--- src/design/hipt_pkg.sv ---
// Shared constants and types of the hashed inverted page table.
package hipt_pkg;

    localparam int NUM_BUCKETS  = 16;
    localparam int BUCKET_DEPTH = 4;

    localparam int PID_W   = 10;
    localparam int PAGE_W  = 20;
    localparam int KEY_W   = PID_W + PAGE_W;
    localparam int CNT_W   = 5;
    localparam int BKT_W   = $clog2(NUM_BUCKETS);
    localparam int SLOT_W  = (BUCKET_DEPTH > 1) ? $clog2(BUCKET_DEPTH) : 1;
    localparam int FILL_W  = $clog2(BUCKET_DEPTH + 1);
    localparam int ADDR_W  = BKT_W + SLOT_W;
    localparam int STORE_DEPTH = NUM_BUCKETS * BUCKET_DEPTH;

    // Remainder unit: the hash sum is reduced a fixed number of bits per cycle.
    localparam int MOD_STEP_BITS = 7;
    localparam int MOD_STEPS     = 3;
    localparam int SUM_W         = MOD_STEP_BITS * MOD_STEPS;
    localparam int MOD_STEP_W    = $clog2(MOD_STEPS);

    localparam logic [CNT_W-1:0] BUCKET_COUNT_RESET = CNT_W'(NUM_BUCKETS);

    typedef enum logic
    {
        OP_INSERT = 1'b0,
        OP_SEARCH = 1'b1
    } operation_t;

    typedef enum logic [1:0]
    {
        ST_INSERTED  = 2'd0,
        ST_FULL      = 2'd1,
        ST_FOUND     = 2'd2,
        ST_NOT_FOUND = 2'd3
    } status_t;

    typedef enum logic [1:0]
    {
        S_IDLE,
        S_HASH,
        S_SCAN,
        S_RESULT
    } state_t;

endpackage

--- src/design/hipt_mod.sv ---
// Iterative remainder unit: dividend modulo a small divisor, several bits per cycle.
module hipt_mod
    import hipt_pkg::*;
(
    input  logic             clk,
    input  logic             rst_n,
    input  logic             start,
    input  logic [SUM_W-1:0] dividend,
    input  logic [CNT_W-1:0] divisor,
    output logic             done,
    output logic [BKT_W-1:0] remainder
);

    logic [SUM_W-1:0]      shift_reg;
    logic [BKT_W-1:0]      rem_reg;
    logic [BKT_W-1:0]      rem_next;
    logic [CNT_W-1:0]      divisor_reg;
    logic [MOD_STEP_W-1:0] step_reg;
    logic                  busy_reg;
    logic                  done_reg;
    logic                  last_step;

    assign last_step = (step_reg == MOD_STEP_W'(MOD_STEPS - 1));

    // Shift in one dividend bit at a time, subtract the divisor once when it fits
    always_comb
    begin
        logic [BKT_W-1:0] r;
        logic [BKT_W:0]   t;
        r = rem_reg;
        t = '0;
        for (int k = 0; k < MOD_STEP_BITS; k++)
        begin
            t = {r, shift_reg[SUM_W-1-k]};
            if (t >= divisor_reg)
            begin
                t = t - divisor_reg;
            end
            r = t[BKT_W-1:0];
        end
        rem_next = r;
    end

    always_ff @(posedge clk or negedge rst_n)
    begin
        if (!rst_n)
        begin
            busy_reg <= 1'b0;
            done_reg <= 1'b0;
            step_reg <= '0;
        end
        else
        begin
            done_reg <= busy_reg && last_step;
            if (start)
            begin
                busy_reg <= 1'b1;
                step_reg <= '0;
            end
            else if (busy_reg)
            begin
                if (last_step)
                begin
                    busy_reg <= 1'b0;
                end
                step_reg <= step_reg + MOD_STEP_W'(1);
            end
        end
    end

    always_ff @(posedge clk)
    begin
        if (start)
        begin
            shift_reg   <= dividend;
            rem_reg     <= '0;
            divisor_reg <= divisor;
        end
        else if (busy_reg)
        begin
            shift_reg <= shift_reg << MOD_STEP_BITS;
            rem_reg   <= rem_next;
        end
    end

    assign done      = done_reg;
    assign remainder = rem_reg;

    a_rem_below_divisor: assert property (@(posedge clk) disable iff (!rst_n)
        done |-> ({1'b0, rem_reg} < divisor_reg))
        else $error("remainder not below divisor");

    a_start_busy: assert property (@(posedge clk) disable iff (!rst_n)
        start |=> busy_reg)
        else $error("remainder unit did not start");

    a_divisor_nonzero: assert property (@(posedge clk) disable iff (!rst_n)
        busy_reg |-> (divisor_reg != '0))
        else $error("zero divisor in remainder unit");

endmodule

--- src/design/hashed_inverted_page_table.sv ---
// Hashed inverted page table: insert or look up (process id, page) pairs in fixed buckets.
// Each request hashes (process_id + page_number) modulo the bucket count in use, then
// either appends the pair to that bucket (or reports it full) or scans it in insertion order.
// An insert passes through the remainder unit (7 bits of the 21-bit sum per cycle), one
// handoff, the bucket update and the load of the result register. A search also passes
// the remainder unit, then reads and compares the filled slots of its bucket (up to 4)
// in turn, since the entry memory has one read port, and stops at the first match; a
// search that finds nothing reads every filled slot of its bucket. A new request is
// taken while a result still waits at the output.
// Fill counts are cleared by reset; the entry memory needs no clearing.
module hashed_inverted_page_table
    import hipt_pkg::*;
(
    input  logic              clk,
    input  logic              rst_n,
    input  logic              in_valid,
    output logic              in_ready,
    input  logic              operation,
    input  logic [PID_W-1:0]  process_id,
    input  logic [PAGE_W-1:0] page_number,
    output logic              out_valid,
    input  logic              out_ready,
    output logic [1:0]        status,
    output logic [BKT_W-1:0]  bucket_index,
    output logic [SLOT_W-1:0] slot_index,
    input  logic              cfg_we,
    input  logic [CNT_W-1:0]  cfg_wdata
);

    state_t            state_reg;
    state_t            state_next;
    logic [CNT_W-1:0]  bucket_count_reg;
    logic [CNT_W-1:0]  buckets_used;

    operation_t        op_reg;
    logic [KEY_W-1:0]  key_reg;
    logic [BKT_W-1:0]  bucket_reg;
    logic [BKT_W-1:0]  bucket_next;
    logic [FILL_W-1:0] cur_fill_reg;
    logic [FILL_W-1:0] cur_fill_next;
    logic [FILL_W-1:0] issue_slot_reg;
    logic [FILL_W-1:0] issue_slot_next;
    logic              pend_reg;
    logic              pend_next;
    logic [SLOT_W-1:0] pend_slot_reg;
    logic [SLOT_W-1:0] pend_slot_next;
    status_t           res_status_reg;
    status_t           res_status_next;
    logic [SLOT_W-1:0] res_slot_reg;
    logic [SLOT_W-1:0] res_slot_next;

    logic [FILL_W-1:0] bucket_fill_reg [NUM_BUCKETS];
    logic              fill_we;
    logic [BKT_W-1:0]  fill_waddr;
    logic [FILL_W-1:0] fill_wdata;
    logic [FILL_W-1:0] hit_fill;

    logic [KEY_W-1:0]  entry_mem [STORE_DEPTH];
    logic [KEY_W-1:0]  mem_rdata_reg;
    logic              mem_we;
    logic              mem_re;
    logic [ADDR_W-1:0] mem_waddr;
    logic [ADDR_W-1:0] mem_raddr;

    logic              out_valid_reg;
    status_t           out_status_reg;
    logic [BKT_W-1:0]  out_bucket_reg;
    logic [SLOT_W-1:0] out_slot_reg;
    logic              out_load;

    logic              in_xfer;
    logic              mod_done;
    logic [BKT_W-1:0]  mod_rem;
    logic              key_match;

    assign in_ready = (state_reg == S_IDLE);
    assign in_xfer  = in_valid && in_ready;

    // Zero acts as one bucket, anything above the table size as the full table
    always_comb
    begin
        if (bucket_count_reg == '0)
        begin
            buckets_used = CNT_W'(1);
        end
        else if (bucket_count_reg > CNT_W'(NUM_BUCKETS))
        begin
            buckets_used = CNT_W'(NUM_BUCKETS);
        end
        else
        begin
            buckets_used = bucket_count_reg;
        end
    end

    hipt_mod u_mod
    (
        .clk       (clk),
        .rst_n     (rst_n),
        .start     (in_xfer),
        .dividend  (SUM_W'(process_id) + SUM_W'(page_number)),
        .divisor   (buckets_used),
        .done      (mod_done),
        .remainder (mod_rem)
    );

    assign hit_fill  = bucket_fill_reg[mod_rem];
    assign key_match = pend_reg && (mem_rdata_reg == key_reg);

    always_ff @(posedge clk or negedge rst_n)
    begin
        if (!rst_n)
        begin
            state_reg <= S_IDLE;
        end
        else
        begin
            state_reg <= state_next;
        end
    end

    always_comb
    begin
        state_next      = state_reg;
        bucket_next     = bucket_reg;
        cur_fill_next   = cur_fill_reg;
        issue_slot_next = issue_slot_reg;
        pend_next       = pend_reg;
        pend_slot_next  = pend_slot_reg;
        res_status_next = res_status_reg;
        res_slot_next   = res_slot_reg;
        fill_we         = 1'b0;
        fill_waddr      = mod_rem;
        fill_wdata      = hit_fill + FILL_W'(1);
        mem_we          = 1'b0;
        mem_waddr       = {mod_rem, hit_fill[SLOT_W-1:0]};
        mem_re          = 1'b0;
        mem_raddr       = {bucket_reg, issue_slot_reg[SLOT_W-1:0]};
        out_load        = 1'b0;

        unique case (state_reg)
            S_IDLE:
            begin
                if (in_xfer)
                begin
                    state_next = S_HASH;
                end
            end
            S_HASH:
            begin
                if (mod_done)
                begin
                    bucket_next     = mod_rem;
                    cur_fill_next   = hit_fill;
                    issue_slot_next = '0;
                    pend_next       = 1'b0;
                    res_slot_next   = '0;
                    if (op_reg == OP_SEARCH)
                    begin
                        state_next = S_SCAN;
                    end
                    else if (hit_fill >= FILL_W'(BUCKET_DEPTH))
                    begin
                        res_status_next = ST_FULL;
                        state_next      = S_RESULT;
                    end
                    else
                    begin
                        mem_we          = 1'b1;
                        fill_we         = 1'b1;
                        res_status_next = ST_INSERTED;
                        res_slot_next   = hit_fill[SLOT_W-1:0];
                        state_next      = S_RESULT;
                    end
                end
            end
            S_SCAN:
            begin
                // Compare the slot read last cycle while the next slot is fetched
                priority if (key_match)
                begin
                    res_status_next = ST_FOUND;
                    res_slot_next   = pend_slot_reg;
                    pend_next       = 1'b0;
                    state_next      = S_RESULT;
                end
                else if (issue_slot_reg < cur_fill_reg)
                begin
                    mem_re          = 1'b1;
                    pend_next       = 1'b1;
                    pend_slot_next  = issue_slot_reg[SLOT_W-1:0];
                    issue_slot_next = issue_slot_reg + FILL_W'(1);
                end
                else
                begin
                    res_status_next = ST_NOT_FOUND;
                    res_slot_next   = '0;
                    pend_next       = 1'b0;
                    state_next      = S_RESULT;
                end
            end
            S_RESULT:
            begin
                // Hold until the output register is free
                if (!out_valid_reg || out_ready)
                begin
                    out_load   = 1'b1;
                    state_next = S_IDLE;
                end
            end
            default:
            begin
                state_next = S_IDLE;
            end
        endcase
    end

    always_ff @(posedge clk or negedge rst_n)
    begin
        if (!rst_n)
        begin
            bucket_count_reg <= BUCKET_COUNT_RESET;
            pend_reg         <= 1'b0;
            out_valid_reg    <= 1'b0;
            for (int i = 0; i < NUM_BUCKETS; i++)
            begin
                bucket_fill_reg[i] <= '0;
            end
        end
        else
        begin
            if (cfg_we)
            begin
                bucket_count_reg <= cfg_wdata;
            end
            pend_reg <= pend_next;
            if (fill_we)
            begin
                bucket_fill_reg[fill_waddr] <= fill_wdata;
            end
            if (out_load)
            begin
                out_valid_reg <= 1'b1;
            end
            else if (out_ready)
            begin
                out_valid_reg <= 1'b0;
            end
        end
    end

    always_ff @(posedge clk)
    begin
        if (in_xfer)
        begin
            op_reg  <= operation_t'(operation);
            key_reg <= {process_id, page_number};
        end
        bucket_reg     <= bucket_next;
        cur_fill_reg   <= cur_fill_next;
        issue_slot_reg <= issue_slot_next;
        pend_slot_reg  <= pend_slot_next;
        res_status_reg <= res_status_next;
        res_slot_reg   <= res_slot_next;
        if (out_load)
        begin
            out_status_reg <= res_status_reg;
            out_bucket_reg <= bucket_reg;
            out_slot_reg   <= res_slot_reg;
        end
    end

    always_ff @(posedge clk)
    begin
        if (mem_we)
        begin
            entry_mem[mem_waddr] <= key_reg;
        end
        if (mem_re)
        begin
            mem_rdata_reg <= entry_mem[mem_raddr];
        end
    end

    assign out_valid    = out_valid_reg;
    assign status       = out_status_reg;
    assign bucket_index = out_bucket_reg;
    assign slot_index   = out_slot_reg;

    a_one_request: assert property (@(posedge clk) disable iff (!rst_n)
        in_xfer |=> !in_ready)
        else $error("second request taken while one is in progress");

    a_hash_when_waiting: assert property (@(posedge clk) disable iff (!rst_n)
        mod_done |-> (state_reg == S_HASH))
        else $error("hash finished outside the hash wait");

    a_read_then_compare: assert property (@(posedge clk) disable iff (!rst_n)
        mem_re |=> (state_reg == S_SCAN) && pend_reg)
        else $error("slot read not followed by a compare");

    a_scan_filled_only: assert property (@(posedge clk) disable iff (!rst_n)
        (state_reg == S_SCAN) && pend_reg |-> (FILL_W'(pend_slot_reg) < cur_fill_reg))
        else $error("compare of an unfilled slot");

endmodule
--- config.mk ---
export PLATFORM = sky130hd
export DESIGN_NAME = hashed_inverted_page_table
export DESIGN_NICKNAME = d
export VERILOG_FILES = /design/src/design/hipt_pkg.sv /design/src/design/hipt_mod.sv /design/src/design/hashed_inverted_page_table.sv
export SDC_FILE = /design/constraint.sdc
export NUM_CORES = 2
export LEC_CHECK = 0
export ABC_AREA = 1
export BUFFER_PORTS_ARGS = -buffer_cell sky130_fd_sc_hd__buf_2
export CAP_MARGIN = 20
export CELL_PAD_IN_SITES_DETAIL_PLACEMENT = 1
export CELL_PAD_IN_SITES_GLOBAL_PLACEMENT = 1
export CORE_MARGIN = 2
export CORE_UTILIZATION = 30
export DETAILED_ROUTE_END_ITERATION = 7
export HOLD_SLACK_MARGIN = 0.15
export PLACE_DENSITY = 0.55
export REMOVE_ABC_BUFFERS = 1
export SLEW_MARGIN = 5
export SYNTH_ARGS = -nofsm -noshare
export SYNTH_HDL_FRONTEND = slang
export SYNTH_SLANG_ARGS = --single-unit
--- constraint.sdc ---
create_clock -name clk -period 12.31 [get_ports clk]
set_clock_uncertainty 0.2 [all_clocks]
set_input_delay 1.8465 -clock clk [delete_from_list [all_inputs] [get_ports clk]]
set_output_delay 1.8465 -clock clk [all_outputs]
set_load 0.01 [all_outputs]
; Word level (Yosys, flattened, before mapping)
; Memories as Yosys holds them, arrays and structs flattened. A register that Yosys moved wholly into a read port is not among the register bits.
; Index checks and enable logic that the tools add are counted.
[word_totals]
rom_bits = 0
inputBits = 41
ramBits = 1920
out_inout_bits = 10
latchBits = 0
reg_bits = 146
memories = 1
[mem_list]
columns = name, words, width, rd, rd_ports_with_merged_regs, write_ports, line_no
row1 = entry_mem, 64, 30, 1, 1, 1, hashed_inverted_page_table.sv:58  ; logic [KEY_W-1:0] entry_mem [STORE_DEPTH];
[op_classes]
multipliers = 0
n_shift = 0
n_reduce_logical = 19
bitwise_logic = 2
n_addsub = 11
n_mux = 58
div_mod_pow = 0
n_lt_le_gt_ge = 12
n_eq_ne = 12
[op_table]
columns = op, n
row1 = 48-bit bitwise mux, 1
row2 = 21-bit 2-to-1 mux, 2
row3 = 5-bit >= comparator, 7
row4 = 30-bit equality test, 1
row5 = 2-bit 2-to-1 mux, 15
row6 = 4-bit 2-to-1 mux, 7
row7 = 4-bit subtractor, 7
row8 = 10-bit by 20-bit adder with 21-bit output, 1
row9 = 1-bit 2-to-1 mux, 19
row10 = 3-bit 2-to-1 mux, 6
row11 = 3-bit binary-select mux with 4-bit select, 1
row12 = 3-bit demux with 4-bit select, 1
row13 = 4-bit AND reduction, 3
row14 = 2-bit != test (second input constant), 4
row15 = 2-bit case mux with 2 select lines, 2
row16 = 2-bit case mux with 4 select lines, 1
row17 = 3-bit by 1-bit adder with 3-bit output (second input constant), 2
row18 = 2-bit equality test (second input constant), 3
row19 = 3-bit case mux with 2 select lines, 1
row20 = 3-bit AND reduction, 2
row21 = 2-bit nonzero test, 3
row22 = 5-bit >= comparator (second input constant), 1
row23 = 5-bit greater-than comparator (second input constant), 1
row24 = 5-bit zero test, 1
row25 = 17 further kinds, 22

; Depth between registers and ports, before layout
[depth]
depth_word = 14
depth_mapped = 62
depth_no_buf = 62

; By module
; From an unflattened synthesis, not the netlist that was laid out.
[unflattened]
cells_unflattened = 7094
area_unflattened_um2 = 85629.6
[modules_own_cells]
columns = module, cells_per_inst, area_per_inst_um2, n_inst
row1 = hashed_inverted_page_table, 6713, 82690.6, 1
row2 = hipt_mod, 381, 2939.1, 1

; Least setup slack after synthesis
; Ideal clock, no wire load.
[synth_path]
path_type = reg2reg
startpoint = reg u_mod.divisor_reg[1]
endpoint = reg u_mod.rem_reg[1], in the netlist u_mod.remainder[1]
synth_period_minus_slack_ps = 8571
path_slack_ps = 3739
t_arrival_ps = 8224
stages_incl_launch_ff = 55
cell_sequence = edfxtp_1 -> inv_1 -> ha_1 -> nand2_1 -> inv_1 -> nand4_1 -> nand3_1 -> o21ai_0 -> ha_1 -> a21o_1 -> a21oi_1 -> nand3_1 -> inv_1 -> o21ai_0 -> ha_1 -> nand2_1 -> inv_1 -> nand3_1 -> [19 not listed] -> nand2_1 -> inv_1 -> ha_1 -> a21oi_1 -> o211ai_1 -> nor2_1 -> inv_1 -> nand2_1 -> nand2_1 -> ha_1 -> a21oi_1 -> nand2_1 -> nand2_1 -> nand3b_1 -> a21oi_1 -> inv_1 -> o21ai_0 -> o21ai_0
[synth_via]
elab_chain_cells = 14
word_cells_on_any_way = 21
cone_classes = add/sub: 7 / order compare: 7 / mux: 7
[synth_rtl]
columns = item, line_no
row1 = from (decl), hipt_mod.sv:17  ; logic [CNT_W-1:0] divisor_reg;
row2 = from (signal assigned), hipt_mod.sv:77  ; divisor_reg <= divisor;
row3 = 4-bit subtractor or 5-bit >= comparator (tied branches), "hipt_mod.sv:37, hipt_mod.sv:35"
row4 = 4-bit 2-to-1 mux, hipt_mod.sv:35  ; if (t >= divisor_reg)
row5 = 4-bit subtractor or 5-bit >= comparator (tied branches), "hipt_mod.sv:37, hipt_mod.sv:35"
row6 = 4-bit 2-to-1 mux, hipt_mod.sv:35
row7 = 4-bit subtractor or 5-bit >= comparator (tied branches), "hipt_mod.sv:37, hipt_mod.sv:35"
row8 = 4-bit 2-to-1 mux, hipt_mod.sv:35
row9 = 5-bit >= comparator or 4-bit subtractor (tied branches), "hipt_mod.sv:35, hipt_mod.sv:37"
row10 = 4-bit 2-to-1 mux, hipt_mod.sv:35
row11 = 4-bit subtractor or 5-bit >= comparator (tied branches), "hipt_mod.sv:37, hipt_mod.sv:35"
row12 = 4-bit 2-to-1 mux, hipt_mod.sv:35
row13 = 5-bit >= comparator or 4-bit subtractor (tied branches), "hipt_mod.sv:35, hipt_mod.sv:37"
row14 = 4-bit 2-to-1 mux, hipt_mod.sv:35
row15 = 4-bit subtractor or 5-bit >= comparator (tied branches), "hipt_mod.sv:37, hipt_mod.sv:35"
row16 = 4-bit 2-to-1 mux (*), hipt_mod.sv:35
row17 = to (signal assigned), hipt_mod.sv:82  ; rem_reg <= rem_next;
row18 = to (decl), hipt_mod.sv:15  ; logic [BKT_W-1:0] rem_reg;
; Every way passes the cells marked *; elsewhere a longest branch is shown, timed or not.
; A chain may end at the register's enable or synchronous reset.

; Worst setup path after layout
[layout_path]
startpoint = reg u_mod.divisor_reg[3]
endpoint = reg u_mod.rem_reg[1], in the netlist u_mod.remainder[1]
[layout_via]
elab_chain_cells = 14
word_cells_on_any_way = 21
cone_classes = add/sub: 7 / order compare: 7 / mux: 7
[layout_rtl]
columns = item, line_no
row1 = 4-bit subtractor or 5-bit >= comparator (tied branches), "hipt_mod.sv:37, hipt_mod.sv:35"
row2 = 4-bit 2-to-1 mux, hipt_mod.sv:35
row3 = 5-bit >= comparator or 4-bit subtractor (tied branches), "hipt_mod.sv:35, hipt_mod.sv:37"
row4 = 4-bit 2-to-1 mux, hipt_mod.sv:35
row5 = 4-bit subtractor or 5-bit >= comparator (tied branches), "hipt_mod.sv:37, hipt_mod.sv:35"
row6 = 4-bit 2-to-1 mux, hipt_mod.sv:35
row7 = 4-bit subtractor or 5-bit >= comparator (tied branches), "hipt_mod.sv:37, hipt_mod.sv:35"
row8 = 4-bit 2-to-1 mux, hipt_mod.sv:35
row9 = 4-bit subtractor or 5-bit >= comparator (tied branches), "hipt_mod.sv:37, hipt_mod.sv:35"
row10 = 4-bit 2-to-1 mux, hipt_mod.sv:35
row11 = 5-bit >= comparator or 4-bit subtractor (tied branches), "hipt_mod.sv:35, hipt_mod.sv:37"
row12 = 4-bit 2-to-1 mux, hipt_mod.sv:35
row13 = 4-bit subtractor or 5-bit >= comparator (tied branches), "hipt_mod.sv:37, hipt_mod.sv:35"
row14 = 4-bit 2-to-1 mux (*), hipt_mod.sv:35
; Marks and branches as above.

==> flow_summary.toml <==
[status]
run_status = "completed"

[power_and_ir_drop]
combPwrFrac_pct = 41.7
switching_share_pct = 40.0
p_int_mw = 15.3
p_clk_share_pct = 25.4
ir_worst_vdd_v = 0.000515
power.switching_mw = 10.2
seq_power_share_pct = 33.0
powerDensity_nw_per_um2 = 262
p_leak_nw = 32.9

[placement]
dp.cells = 10600
hpwl_mm = 154
placed_cell_area_um2 = 90300
globalplace.congestion = 0.797
io_buffers = 50

[yosys]
yosysUniqueCellTypes = 51
seq_area_frac_synth_pct = 73.4
yosysTopAreaCell = "edfxtp_1"
yosys-top-cells-count = "2031 x edfxtp_1, 1270 x nand2_1, 1056 x nor2_1"
synthCells = 7027
synth_top_flop_cell = "edfxtp_1"
syn_area_per_cell_um2 = 12.1
syn_area_um2 = 85300
ys_warn_count = 0
synth-edff-count = 2031
synth_most_common_cell = "edfxtp_1"
synth_seq_cells = 2096
synthArstFlopShare_pct = 2.91
synth_top_cell_area_share_pct = 71.5
netlist_top_cells_area = "edfxtp_1 71%, o21ai_0 6.0%, nand2_1 5.6%, nor2_1 4.6%, o22ai_1 3.5%"

[die]
initial_core_util_pct = 30.2
ioPinCount = 51
die_h_um = 537
num_rows = 195
die_area_um2 = 289000
fp.coreArea_um2 = 283000
die_x_um = 537

[layout]
fillers = 30400
postLayoutCellArea_um2 = 97200
largest_register_ffs = 1920
drive_gt1_share_pct = 8.52
final_cells = 11000
regArea_um2 = 62600
multi_input_area_um2 = 20800
finalNetCount = 7145
syn2layout_area_growth_pct = 13.9

[routing]
antenna_left = 0
num_vias = 56900
drt_wl_total_mm = 289
routedWlPerCell_um = 26.4
viasPerCell = 5.19
first_iter_violations = 5236
drc = 0
first_pass_iters = 5

[worst_setup_path]
critPathArrivalTime_ns = 10.99
critPathMaxFanout = 7
cp_slowest_cell = "inv_1"
critPathMaxStageDelay_ns = 0.39
critPathCaptureType = "flop"
cp-start-kind = "flop"
cp_num_buf_inv = 12
path_class = "reg2reg"
critPathRequiredTime_ns = 12.83
critPathTopFamily = "simple AND/OR/NAND/NOR gates"

[clock_tree]
clk_pin_slew_ns = 0.06
cts_max_path_buffers = 4
cts-resized-gates = 0
ctsHoldBuffers = 0
htreeDepth = 4
cts_made_buffers = 228
cts_root_buffer = "clkbuf_16"
postCtsSetupRepairBufs = 0
clock-sinks = 2096
clk_latency_ns = 0.91
cts_tree = "done"

[timing]
setup_viol = 0
rsz0062_at_grt = "no"
whs_ns = 0.245
post-route-period-util_pct = 85.1
slew_viol_final = 0
max_freq_ghz = 0.0955
period_minus_slack_ns = 10.47
tightest_slew_ns = 1.11
hold_viol_final = 0
slew_headroom_pct = 25.9

[global_route]
grt_max_degree = 191
grt_pass1_wl_mm = 418
grt_overflow = 0
grt_use_total_pct = 19.7
antenna_found_initial = 9
grt_pass1_vias = 58900

[run]
maxCapViolCount = 0

[worst_hold_path]
hp-class = "reg2reg"
path summary, 6_finish.rpt:
path                                                         start                         endpoint  slack (ns)  cells past startpoint
max in group asynchronous                                    rst_n  bucket_count_reg[0]$_DFFE_PN0P_       10.29                      2
worst max-delay path            u_mod.divisor_reg[3]$_SDFFCE_PP0P_  u_mod.remainder[1]$_SDFFE_PP0P_        1.84                     55
worst min register to register           res_slot_reg[0]$_DFFE_PP_          slot_index[0]$_DFFE_PP_        0.25                      0
worst max register to register  u_mod.divisor_reg[3]$_SDFFCE_PP0P_  u_mod.remainder[1]$_SDFFE_PP0P_        1.84                     55
min in group asynchronous                                    rst_n         state_reg[1]$_DFFE_PN0P_        0.98                      2
worst min-delay path                     res_slot_reg[0]$_DFFE_PP_          slot_index[0]$_DFFE_PP_        0.25                      0
through the flow:
stage                     util, %  TNS [ns]  power, mW  worst slack, ns
after floorplan                 -  -2222.79       16.5           -30.85
after global placement       32.0         0       19.1             1.44
after detailed placement     32.0         0       19.1             1.63
after CTS                    34.4         0       25.6             1.61
after global routing         34.4         0       27.1            0.378
final                        34.4         0       25.4             1.84
per-layer routing:
| metal | global-route usage [%] | routed length, um |
|---|---|---|
| met5 | 0 | 0 |
| met4 | 5.35 | 7890 |
| met3 | 2.09 | 14400 |
| met2 | 32.8 | 137000 |
| met1 | 27.3 | 130000 |
final cells by class:
type	instances	share of cell area [%]
sequential	2096	64.4
multi-input combinational	4341	21.4
clock buffer	290	6.19
tap	3743	4.82
timing repair buffer	221	1.70
clock inverter	115	0.822
inverter	152	0.617
antenna	2	0.00515
power groups by stage:
stage          Clock (mW)  Sequential (mW)  Combinational [mW]
2_1_floorplan           0             8.97                7.49
3_3_place_gp            0             8.53                10.6
3_5_place_dp            0             8.53                10.6
4_1_cts              6.59             8.39                10.6
5_1_grt              6.83             8.40                11.8
6_report             6.45             8.39                10.6
placed cells by master, fill, tap and decap left out, drive strengths merged, types with 9 or more instances in the layout:
cell type / instances
xor2: 10
o21bai: 17
a22oi: 14
nor2: 1060
ha: 56
edfxtp: 2031
buf: 221
bufinv: 9
clkinv: 102
dfrtp: 60
nand2: 1274
inv: 155
o22ai: 481
xnor2: 22
or2: 9
a21oi: 36
o21ai: 1032
clkbuf: 290
nor3: 22
nand3: 247
nand4: 21
kinds of logic (layout without fill, tap and decap cells):
| group | after synthesis | in the layout | share of synthesized area [%] |
|---|---|---|---|
| AO/OA/AOI/OAI | 1603 | 1603 | 10.3 |
| XOR/XNOR | 32 | 32 | 0.337 |
| adder cells (fa/ha/maj) | 64 | 64 | 1.01 |
| buffers and inverters | 590 | 778 | 2.76 |
| flip-flops | 2096 | 2096 | 73.4 |
| multiplexers | 3 | 3 | 0.0396 |
| other | 0 | 2 | 0 |
| AND/OR/NAND/NOR | 2639 | 2639 | 12.2 |
(Power assumes the default switching activity.)
